==> config.mk <==
export PLATFORM = sky130hd
export DESIGN_NAME = midpoint_line_raster_clip
export DESIGN_NICKNAME = d
export VERILOG_FILES = /design/src/design/mlrc_pkg.sv /design/src/design/midpoint_line_raster_clip.sv
export SDC_FILE = /design/constraint.sdc
export NUM_CORES = 1
export LEC_CHECK = 0
export ABC_AREA = 0
export BUFFER_PORTS_ARGS = -buffer_cell sky130_fd_sc_hd__buf_2
export CAP_MARGIN = 20
export CELL_PAD_IN_SITES_DETAIL_PLACEMENT = 2
export CELL_PAD_IN_SITES_GLOBAL_PLACEMENT = 2
export CORE_MARGIN = 3
export CORE_UTILIZATION = 38
export DETAILED_ROUTE_END_ITERATION = 8
export GPL_TIMING_DRIVEN = 0
export PLACE_DENSITY_LB_ADDON = 0.1
export SLEW_MARGIN = 20
export SYNTH_ARGS = -nofsm -noshare
export SYNTH_HDL_FRONTEND = slang
export SYNTH_SLANG_ARGS = --single-unit
==> constraint.sdc <==
create_clock -name clk -period 9.9 [get_ports clk]
set_clock_uncertainty 0.2 [all_clocks]
set_input_delay 2.97 -clock clk [delete_from_list [all_inputs] [get_ports clk]]
set_output_delay 2.97 -clock clk [all_outputs]
set_load 0.005 [all_outputs]
==> src/design/mlrc_pkg.sv <==
// Shared types and constants for the midpoint line rasteriser with clipping.
// Depends on nothing; imported by midpoint_line_raster_clip.
package mlrc_pkg;

  // Coordinate width of every endpoint, pixel and clip bound.
  localparam int COORD_BITS = 12;

  // Request action codes.
  localparam logic ACT_START   = 1'b0;
  localparam logic ACT_ADVANCE = 1'b1;

  // Configuration register indexes.
  localparam logic [1:0] REG_CLIP_LEFT   = 2'd0;
  localparam logic [1:0] REG_CLIP_RIGHT  = 2'd1;
  localparam logic [1:0] REG_CLIP_BOTTOM = 2'd2;
  localparam logic [1:0] REG_CLIP_TOP    = 2'd3;

  typedef struct packed {
    logic                          action;
    logic signed [COORD_BITS-1:0]  start_x;
    logic signed [COORD_BITS-1:0]  start_y;
    logic signed [COORD_BITS-1:0]  end_x;
    logic signed [COORD_BITS-1:0]  end_y;
  } line_req_t;

  typedef struct packed {
    logic                          pixel_valid;
    logic signed [COORD_BITS-1:0]  pixel_x;
    logic signed [COORD_BITS-1:0]  pixel_y;
    logic                          pixel_visible;
    logic                          line_done;
  } pixel_t;

endpackage

==> src/design/midpoint_line_raster_clip.sv <==
// Midpoint line rasteriser with per-pixel clip flag, top level.
// Depends on mlrc_pkg for the request and pixel types and the codes.
//
// Usage:
//  - Request channel (req_valid / req_stall / req): a START request loads both
//    endpoints and returns the start pixel; each ADVANCE request moves one
//    pixel along the current line and returns it. An ADVANCE with no line in
//    progress returns a result with pixel_valid low and all fields zero.
//  - Result channel (pix_valid / pix_stall / pix): exactly one result for
//    every accepted request, in request order.
//  - The result is registered: a request taken at one edge shows its result
//    from the next edge. One request is taken every cycle while req_stall is
//    low; the single add and compare of the decision update sets that rate.
//  - The result register parts the two sides: a new request is taken while
//    the result register is empty or its result is being taken in the same
//    cycle. While the receiver stalls a waiting result, req_stall is raised
//    and the result holds.
//  - Reset clears the line state, empties the result register and loads the
//    clip bounds with 0..799 in x and 0..599 in y. Write the clip bounds
//    through cfg_write_en / cfg_index / cfg_data while the block is idle.
module midpoint_line_raster_clip
  import mlrc_pkg::*;
(
  input  logic                   clk,
  input  logic                   rst,
  input  logic                   cfg_write_en,
  input  logic [1:0]             cfg_index,
  input  logic [COORD_BITS-1:0]  cfg_data,
  input  logic                   req_valid,
  output logic                   req_stall,
  input  line_req_t              req,
  output logic                   pix_valid,
  input  logic                   pix_stall,
  output pixel_t                 pix
);

  localparam int N    = COORD_BITS;
  localparam int DECW = COORD_BITS + 4;

  // Slope regions.
  localparam logic [1:0] REGION_STEEP_DOWN   = 2'd0;
  localparam logic [1:0] REGION_SHALLOW_DOWN = 2'd1;
  localparam logic [1:0] REGION_SHALLOW_UP   = 2'd2;
  localparam logic [1:0] REGION_STEEP_UP     = 2'd3;

  // Sign-extend a coordinate difference to decision width.
  function automatic logic signed [DECW-1:0] to_dec(input logic signed [N:0] v);
    return $signed({{(DECW-N-1){v[N]}}, v});
  endfunction

  // Clip bounds.
  logic signed [N-1:0] clip_left;
  logic signed [N-1:0] clip_right;
  logic signed [N-1:0] clip_bottom;
  logic signed [N-1:0] clip_top;

  // Line state.
  logic signed [N-1:0]  cur_x, cur_x_next;
  logic signed [N-1:0]  cur_y, cur_y_next;
  logic signed [N:0]    delta_x, delta_x_next;
  logic signed [N:0]    delta_y, delta_y_next;
  logic signed [DECW-1:0] decision, decision_next;
  logic [N:0]           steps_left, steps_left_next;
  logic [1:0]           slope_region, slope_region_next;
  logic                 reverse_dir, reverse_dir_next;
  logic                 line_active, line_active_next;

  logic   req_take;
  pixel_t pix_next;

  // Start set-up terms.
  logic signed [N:0]   sa, sb, neg_a, neg_b, half_a, half_b;
  logic [N-1:0]        abs_a, abs_b;
  logic                a_neg, b_neg, a_zero, b_zero, b_pos;
  logic                in_r0, in_r1, in_r2, in_r3;

  // Advance terms.
  logic signed [1:0]      step_dx, step_dy;
  logic signed [DECW-1:0] step_dd;
  logic                   dec_neg, dec_zero;

  logic done;

  // Take a request while the result register is free or draining.
  assign req_stall = pix_valid && pix_stall;
  assign req_take  = req_valid && !req_stall;

  // Differences of the endpoints, one bit wider so they never wrap.
  assign sa = $signed({req.end_y[N-1], req.end_y}) - $signed({req.start_y[N-1], req.start_y});
  assign sb = $signed({req.end_x[N-1], req.end_x}) - $signed({req.start_x[N-1], req.start_x});
  assign neg_a  = -sa;
  assign neg_b  = -sb;
  assign a_neg  = sa[N];
  assign b_neg  = sb[N];
  assign a_zero = (sa == '0);
  assign b_zero = (sb == '0);
  assign b_pos  = !b_neg && !b_zero;
  assign abs_a  = a_neg ? neg_a[N-1:0] : sa[N-1:0];
  assign abs_b  = b_neg ? neg_b[N-1:0] : sb[N-1:0];
  // Halve with truncation toward zero: bias negatives by one before the shift.
  assign half_a = (sa + $signed({{N{1'b0}}, a_neg})) >>> 1;
  assign half_b = (sb + $signed({{N{1'b0}}, b_neg})) >>> 1;

  // Region tests on exact integers, no slope division.
  assign in_r0 = (b_zero && a_neg) || (b_pos && (sa <= neg_b)) || (b_neg && (sa >= neg_b));
  assign in_r1 = !b_zero && (a_zero || ((a_neg != b_neg) && (abs_a < abs_b)));
  assign in_r2 = !b_zero && !a_zero && (abs_a <= abs_b);
  assign in_r3 = !a_zero;

  assign dec_neg  = decision[DECW-1];
  assign dec_zero = (decision == '0);

  // Per-region step: move and decision increment before direction reversal.
  always_comb begin
    step_dx = 2'sd0;
    step_dy = 2'sd0;
    step_dd = '0;
    case (slope_region)
      REGION_STEEP_DOWN: begin
        if (!dec_neg) begin
          step_dy = -2'sd1;
          step_dd = -to_dec(delta_x);
        end else begin
          step_dx = 2'sd1;
          step_dy = -2'sd1;
          step_dd = -to_dec(delta_y) - to_dec(delta_x);
        end
      end
      REGION_SHALLOW_DOWN: begin
        if (!dec_neg) begin
          step_dx = 2'sd1;
          step_dd = to_dec(delta_y);
        end else begin
          step_dx = 2'sd1;
          step_dy = -2'sd1;
          step_dd = to_dec(delta_y) + to_dec(delta_x);
        end
      end
      REGION_SHALLOW_UP: begin
        if (dec_neg || dec_zero) begin
          step_dx = 2'sd1;
          step_dd = to_dec(delta_y);
        end else begin
          step_dx = 2'sd1;
          step_dy = 2'sd1;
          step_dd = to_dec(delta_y) - to_dec(delta_x);
        end
      end
      default: begin
        if (dec_neg || dec_zero) begin
          step_dy = 2'sd1;
          step_dd = to_dec(delta_x);
        end else begin
          step_dx = 2'sd1;
          step_dy = 2'sd1;
          step_dd = to_dec(delta_x) - to_dec(delta_y);
        end
      end
    endcase
    // Walk backwards when the line was given right to left.
    if (reverse_dir) begin
      step_dx = -step_dx;
      step_dy = -step_dy;
      step_dd = -step_dd;
    end
  end

  // Next line state and the result for the request on the port.
  always_comb begin
    cur_x_next        = cur_x;
    cur_y_next        = cur_y;
    delta_x_next      = delta_x;
    delta_y_next      = delta_y;
    decision_next     = decision;
    steps_left_next   = steps_left;
    slope_region_next = slope_region;
    reverse_dir_next  = reverse_dir;
    line_active_next  = line_active;
    done              = 1'b0;

    if (req.action == ACT_START) begin
      // Load a new line; any line in progress is dropped.
      cur_x_next       = req.start_x;
      cur_y_next       = req.start_y;
      delta_x_next     = sb;
      delta_y_next     = sa;
      reverse_dir_next = (req.start_x > req.end_x);
      if (in_r0) begin
        slope_region_next = REGION_STEEP_DOWN;
        decision_next     = -to_dec(sb) - to_dec(half_a);
        steps_left_next   = {1'b0, abs_a};
      end else if (in_r1) begin
        slope_region_next = REGION_SHALLOW_DOWN;
        decision_next     = to_dec(sa) + to_dec(half_b);
        steps_left_next   = {1'b0, abs_b};
      end else if (in_r2) begin
        slope_region_next = REGION_SHALLOW_UP;
        decision_next     = to_dec(sa) - to_dec(half_b);
        steps_left_next   = {1'b0, abs_b};
      end else if (in_r3) begin
        slope_region_next = REGION_STEEP_UP;
        decision_next     = to_dec(sb) - to_dec(half_a);
        steps_left_next   = {1'b0, abs_a};
      end else begin
        // Zero-length line: start pixel only.
        slope_region_next = REGION_STEEP_DOWN;
        decision_next     = '0;
        steps_left_next   = '0;
      end
      line_active_next = (steps_left_next != '0);
      done             = !line_active_next;
    end else if (line_active) begin
      // Advance one pixel; coordinates wrap at the coordinate width.
      cur_x_next       = cur_x + N'(step_dx);
      cur_y_next       = cur_y + N'(step_dy);
      decision_next    = decision + step_dd;
      steps_left_next  = steps_left - 1'b1;
      line_active_next = (steps_left_next != '0);
      done             = !line_active_next;
    end

    pix_next = '0;
    if (req.action == ACT_START || line_active) begin
      pix_next.pixel_valid   = 1'b1;
      pix_next.pixel_x       = cur_x_next;
      pix_next.pixel_y       = cur_y_next;
      pix_next.pixel_visible = (cur_x_next >= clip_left) && (cur_x_next <= clip_right) &&
                               (cur_y_next >= clip_bottom) && (cur_y_next <= clip_top);
      pix_next.line_done     = done;
    end
  end

  // Clip bounds, line state and the result register.
  always_ff @(posedge clk) begin
    if (rst) begin
      clip_left    <= N'(0);
      clip_right   <= N'(799);
      clip_bottom  <= N'(0);
      clip_top     <= N'(599);
      cur_x        <= '0;
      cur_y        <= '0;
      delta_x      <= '0;
      delta_y      <= '0;
      decision     <= '0;
      steps_left   <= '0;
      slope_region <= REGION_STEEP_DOWN;
      reverse_dir  <= 1'b0;
      line_active  <= 1'b0;
      pix_valid    <= 1'b0;
    end else begin
      if (cfg_write_en) begin
        case (cfg_index)
          REG_CLIP_LEFT:   clip_left   <= $signed(cfg_data);
          REG_CLIP_RIGHT:  clip_right  <= $signed(cfg_data);
          REG_CLIP_BOTTOM: clip_bottom <= $signed(cfg_data);
          REG_CLIP_TOP:    clip_top    <= $signed(cfg_data);
          default: ;
        endcase
      end
      if (req_take) begin
        cur_x        <= cur_x_next;
        cur_y        <= cur_y_next;
        delta_x      <= delta_x_next;
        delta_y      <= delta_y_next;
        decision     <= decision_next;
        steps_left   <= steps_left_next;
        slope_region <= slope_region_next;
        reverse_dir  <= reverse_dir_next;
        line_active  <= line_active_next;
        pix_valid    <= 1'b1;
      end else if (!pix_stall) begin
        // Drop the result once the receiver has taken it.
        pix_valid <= 1'b0;
      end
    end
  end

  // Result payload: load on a taken request, hold otherwise.
  always_ff @(posedge clk) begin
    if (req_take) begin
      pix <= pix_next;
    end
  end

endmodule
==> reports/qor.yml, run 1 <==
initial_core_util: 0.388
grt_use_total: 0.323
period_needed_ns: 9.50
htreeDepth: 4
critPathKind: "input pin to flop"
critPathMaxFanout: 10
synth_most_common_cell: "ha_1"
dieArea_um2: 53100
synth_edf_count: 27
synthTopCellsByArea: "ha_1 18%, dfxtp_1 14%, a21oi_1 6.4%, xnor2_1 6.1%, nand2_1 4.9%"
antenna_found_initial: 2
totalWireLength_mm: 87.1
ant_nets: 0
synth_common_cells: "277 x ha_1, 249 x nand2_1, 243 x a21oi_1"
io_pins: 97
synth_cell_types: 92
vias_per_cell: 6.08
ys_seq_area_frac: 0.181
overflow: 0
dr.first_iter.drc_count: 1233
startpoint: "req[12]"
avgSynthCellArea_um2: 7.48
synth_top_area_frac: 0.181
cp-end-kind: "flop"
post-place-ws_ns: -1.40
drive_gt1_frac: 0.0740
worstHoldPathType: "flop to flop"
maxSlewViolCount: 0
fillers: 5883
r2r_cells: 25
outcome: "finished clean"
grt_max_degree: 23
powerDensity_nw_per_um2: 230
first_pass_iters: 6
grt_pass1_wl_mm: 133
grt_pass1_vias: 22307
async_flop_share: 0
rsz0062_at_grt: "no"
synthesis.nets: 2917
timing.slew.headroom: 0.220
worst_pin_slew_ns: 1.17
cp_data_required_time_ns: 10.00
r2r_setup_slack_ns: 1.68
leakagePower_nw: 8.91
period_share: 0.960
avgRoutedWirePerCell_um: 25.9
setup_violations: 0
worst_ir_drop_vdd_mv: 0.137
ys_seq_elements: 159
yosysTopAreaCell: "ha_1"
vias: 20414
r2r-start: "decision[5]"
synthToLayoutAreaGrowth_pct: 11.2
power_mw: 4.90
cts_buffers: 17
insertion_delay_ns: 0.46
die_h_um: 230
nets: 3037
die_w_um: 230
crit_end: "decision[12]"
fmax_ghz: 0.105
ctsLongestPathBuffers: 2
finalHoldViolations: 0
synth_area_um2: 19100
regToRegEndpoint: "pix[1]"
finalWeightedCongestion: 0.941
cts_tree: "yes"
num_rows: 81
final.setup.worst_slack_ns: 0.398
clkSinkCount: 159
path_clk_slew_ns: 0.08
dp_hpwl_mm: 70.2
yosysWarnings: 0
coreArea_um2: 49400
drv_cap: 0
portBuffers: 95
cts_root_buffer: "clkbuf_16"
drcViolationCount: 0
netlist_instances: 2558
synthFlopType: "dfxtp_1"
critPathArrivalTime_ns: 9.60
cp-start-kind: "input pin"
worst max-delay path, stage by stage:
cell and delay, ns:
buf_2 0.09, inv_1 0.04, ha_1 0.18, inv_1 0.06, fa_1 0.51, a211o_1 0.36
a21bo_1 0.24, a31oi_1 0.23, a21oi_1 0.16, clkbuf_2 0.28, buf_1 0.34, nor4_1 0.67
xnor2_1 0.18, ha_1 0.41, nor2b_1 0.21, o21ai_0 0.31, a21boi_0 0.20, o21ai_0 0.28
a21oi_1 0.13, o21ai_0 0.29, a21oi_1 0.17, o41ai_1 0.40, xor2_1 0.25, o22ai_1 0.11
nor2_1 0.36, o32ai_1 0.15
cell usage in the layout, fill, tap and decap left out, types with 21 or more instances in the layout:
cell      Yosys  final
a211oi_1     42     41
a21o_1       46     46
a21oi_1     243    241
buf_2         2     97
clkbuf_1     93     89
dfxtp_1     132    132
edfxtp_1     27     27
ha_1        277    277
inv_1       221    221
mux2i_1      21     21
nand2_1     249    249
nand2b_1     25     25
nand3_1      60     60
nor2_1      234    234
nor2b_1      30     30
nor3_1       50     48
o211ai_1     31     31
o21a_1       35     35
o21ai_0     127    127
o31ai_1      25     24
or3_1        25     25
xnor2_1     133    126
xor2_1       48     47
timing repair:
item / 4_1_cts / 5_1_grt
buffers inserted: 0 / 2
hold buffers: 0 / 0
gates resized for setup: 5 / 11
endpoints found under the setup margin: 29 / 13
pin swaps: 0 / 2
sequential cells by signal, summed over array words and instances (netlist names):
signal / flops
clip_bottom: 12
clip_left: 12
clip_right: 12
clip_top: 12
cur_x: 12
cur_y: 12
decision: 16
delta_x: 13
delta_y: 13
line_active: 1
pix: 27
pix_valid: 1
reverse_dir: 1
slope_region: 2
steps_left: 13
area by class of cell:
type                    instances  area (µm²)  share of cell area
plain buffers                 111         435              0.0205
well taps                     664         831              0.0390
diodes                          1        2.50            0.000118
clock buffers                  19         475              0.0223
clock inverters                13         131             0.00618
inverters                     226         848              0.0399
flip-flops and latches        159        3450               0.162
repair buffers                102         556              0.0261
multi-input cells            2061       14500               0.684
cells by family (layout without fill, tap and decap cells):
| kind of cell | count (synthesis) | count (layout) | synth area share |
|---|---|---|---|
| and+or+nand+nor | 792 | 792 | 0.195 |
| AOI/OAI and AO/OA | 775 | 775 | 0.267 |
| buffers and inverters | 338 | 471 | 0.0671 |
| adders and majority gates | 291 | 291 | 0.196 |
| xor gates and xnor gates | 182 | 182 | 0.0837 |
| DFF | 159 | 159 | 0.181 |
| muxes | 21 | 21 | 0.0110 |
| other | 0 | 1 | 0 |
through the flow:
| stage | instances | hold slack (ns) | util | TNS, ns | area (µm²) |
|---|---|---|---|---|---|
| floorplan | 2558 | 0.236 | - | 0 | 19100 |
| global placement | 3317 | 0.244 | 0.414 | -19.40 | 20400 |
| detailed placement | 3322 | 0.256 | 0.417 | -24.94 | 20600 |
| CTS | 3354 | 0.267 | 0.430 | 0 | 21200 |
| global route | 3356 | 0.292 | 0.431 | 0 | 21300 |
| finish | 3356 | 0.265 | 0.431 | 0 | 21300 |
metal layers:
layer	global-route usage	vias up	part of all wire
met5	0	-	0.000092
met4	0.155	2	0.052
met3	0.0482	196	0.049
met2	0.543	565	0.47
met1	0.404	10283	0.43
li1	-	9368	-
how the worst min path moves through the flow:
stage / to / start / slack (ns) / cells past startpoint
after CTS: clip_top[5] / clip_top[5] / 0.27 / 2
final: clip_top[5] / clip_top[5] / 0.26 / 2
after detailed placement: clip_top[5] / clip_top[5] / 0.26 / 2
after floorplan: clip_bottom[10] / clip_bottom[10] / 0.24 / 2
after global routing: clip_bottom[10] / clip_bottom[10] / 0.29 / 2
after global placement: clip_bottom[5] / clip_bottom[5] / 0.24 / 2
where the power goes:
group	leakage, nW	switching [mW]	internal (mW)
logic	7.26	2.20	1.20
clock network	0.294	0.337	0.366
registers	1.35	0.0720	0.725
Note: power is estimated with default switching activity, not from simulation.
==> inputs of run 2 (changes only) <==
Settings changed: CAP_MARGIN 20 to 25, PLACE_DENSITY from default to 0.79, PLACE_DENSITY_LB_ADDON 0.1 to default.
==> reports/qor.yml, run 2 (same netlist as run 1, synthesis figures left out) <==
largest_reg_flops: 27
clkSinkCount: 159
cts_tree: "yes"
swShare: 0.529
die_h_um: 230
top_register: "pix"
combPwrFrac: 0.697
dr.first_iter.drc_count: 1299
totalWireLength_mm: 88.4
setup_violations: 0
period_share: 0.982
leakagePower_nw: 8.94
power.share.sequential: 0.163
synthToLayoutAreaGrowth_pct: 11.5
placed_cell_area_um2: 20600
reg_top3: "pix: 27 flops, decision: 16 flops"
fmax_ghz: 0.103
most-common-layout-cells: "277 x ha_1, 249 x nand2_1, 242 x a21oi_1"
worstHoldPathType: "flop to flop"
finalHoldViolations: 0
cp-end-kind: "flop"
portBuffers: 95
timing.slew.headroom: 0.281
cts_buffers: 17
layoutNonFillerInstCount: 3364
grt_use_total: 0.326
grtUsageMet3: 0.0603
final_common_cell: "ha_1"
die_w_um: 230
avgRoutedWirePerCell_um: 26.3
coreArea_um2: 49400
grt_pass1_vias: 22291
drv_cap: 0
p_sw_mw: 2.60
use_met1: 0.405
htreeDepth: 4
maxSlewViolCount: 0
vias_per_cell: 6.08
dp.cells: 3326
powerDensity_nw_per_um2: 230
critPathMaxFanout: 8
grt_pass1_wl_mm: 134
vias: 20441
antenna_found_initial: 2
cp-start-kind: "input pin"
met2_usage: 0.556
initial_core_util: 0.388
period_needed_ns: 9.72
fillers: 5860
timing.setup.tns_ns: 0
outcome: "finished clean"
num_rows: 81
ant_nets: 0
finalWeightedCongestion: 0.960
worst_ir_drop_vdd_mv: 0.113
path_clk_slew_ns: 0.08
p_clk_frac: 0.140
power_mw: 4.90
p_int_mw: 2.31
dieArea_um2: 53100
insertion_delay_ns: 0.46
rsz0062_at_grt: "no"
ctsLongestPathBuffers: 2
overflow: 0
worst_pin_slew_ns: 1.08
cts_root_buffer: "clkbuf_16"
grt_max_degree: 25
top_usage_layer: "met2"
cp_data_required_time_ns: 10.02
io_pins: 97
cts_hold_buf: 0
critPathArrivalTime_ns: 9.84
drcViolationCount: 0
critPathKind: "input pin to flop"
fin_area_um2: 21300
drive_gt1_frac: 0.0745
nets: 3045
first_pass_iters: 5
dp_hpwl_mm: 70.6
run 2: critical path, stage by stage:
cell and delay, ns:
buf_2 0.15, inv_1 0.10, ha_1 0.29, nor2b_1 0.18, o2111a_1 0.25, or4_1 0.62, and2_1 0.23, clkbuf_1 0.36
nor4_4 0.53, a21oi_1 0.14, xnor2_1 0.44, ha_1 0.35, a21o_1 0.19, a21o_1 0.17, a221o_1 0.37, o31a_1 0.23
a41oi_2 0.38, or2_1 0.45, and2_1 0.31, o22ai_1 0.16, or4_1 0.57, o32ai_1 0.26, o21ai_1 0.11
run 2: metal layers:
metal	routed length (µm)	part of all wire
met4	3770	0.043
met5	14	0.00016
met3	4850	0.055
met2	42200	0.48
met1	37500	0.42
run 2: power by group through the flow:
stage	Clock [mW]	Sequential, mW	Combinational [mW]
finish	0.688	0.797	3.42
detailed placement	0	0.807	3.26
floorplan	0	0.780	2.20
global placement	0	0.804	3.09
CTS	0.692	0.795	3.32
global route	0.724	0.803	3.71
run 2: worst paths after layout:
path | start | to | slack [ns] | depth (start not counted)
hold reg to reg | clip_bottom[7] | clip_bottom[7] | 0.26 | 2
hold / removal | clip_bottom[7] | clip_bottom[7] | 0.26 | 2
setup reg to reg | decision[15] | pix[1] | 1.89 | 25
setup / recovery | req[37] | line_active | 0.18 | 23
run 2: layout make-up:
class | instances | area, µm² | share of cell area
multi-input cells | 2061 | 14500 | 0.682
clock buffers | 20 | 479 | 0.0225
plain buffers | 111 | 434 | 0.0203
flip-flops and latches | 159 | 3450 | 0.162
inverters | 226 | 848 | 0.0398
repair buffers | 110 | 633 | 0.0297
well taps | 664 | 831 | 0.0389
diodes | 1 | 2.50 | 0.000117
clock inverters | 12 | 109 | 0.00510
run 2: stage by stage:
| step | util | hold WS, ns | worst slack [ns] |
|---|---|---|---|
| 2_1_floorplan | - | 0.236 | 1.12 |
| 3_3_place_gp | 0.414 | 0.244 | -0.927 |
| 3_5_place_dp | 0.417 | 0.252 | -0.977 |
| 4_1_cts | 0.430 | 0.263 | 0.00205 |
| 5_1_grt | 0.432 | 0.280 | 0.000510 |
| 6_report | 0.432 | 0.261 | 0.180 |
run 2: what timing repair did:
item,in CTS,in global routing
setup buffers,0,3
hold endpoints to repair,0,0
resized for setup,7,8
pin swaps,0,1
setup endpoints to repair,16,18
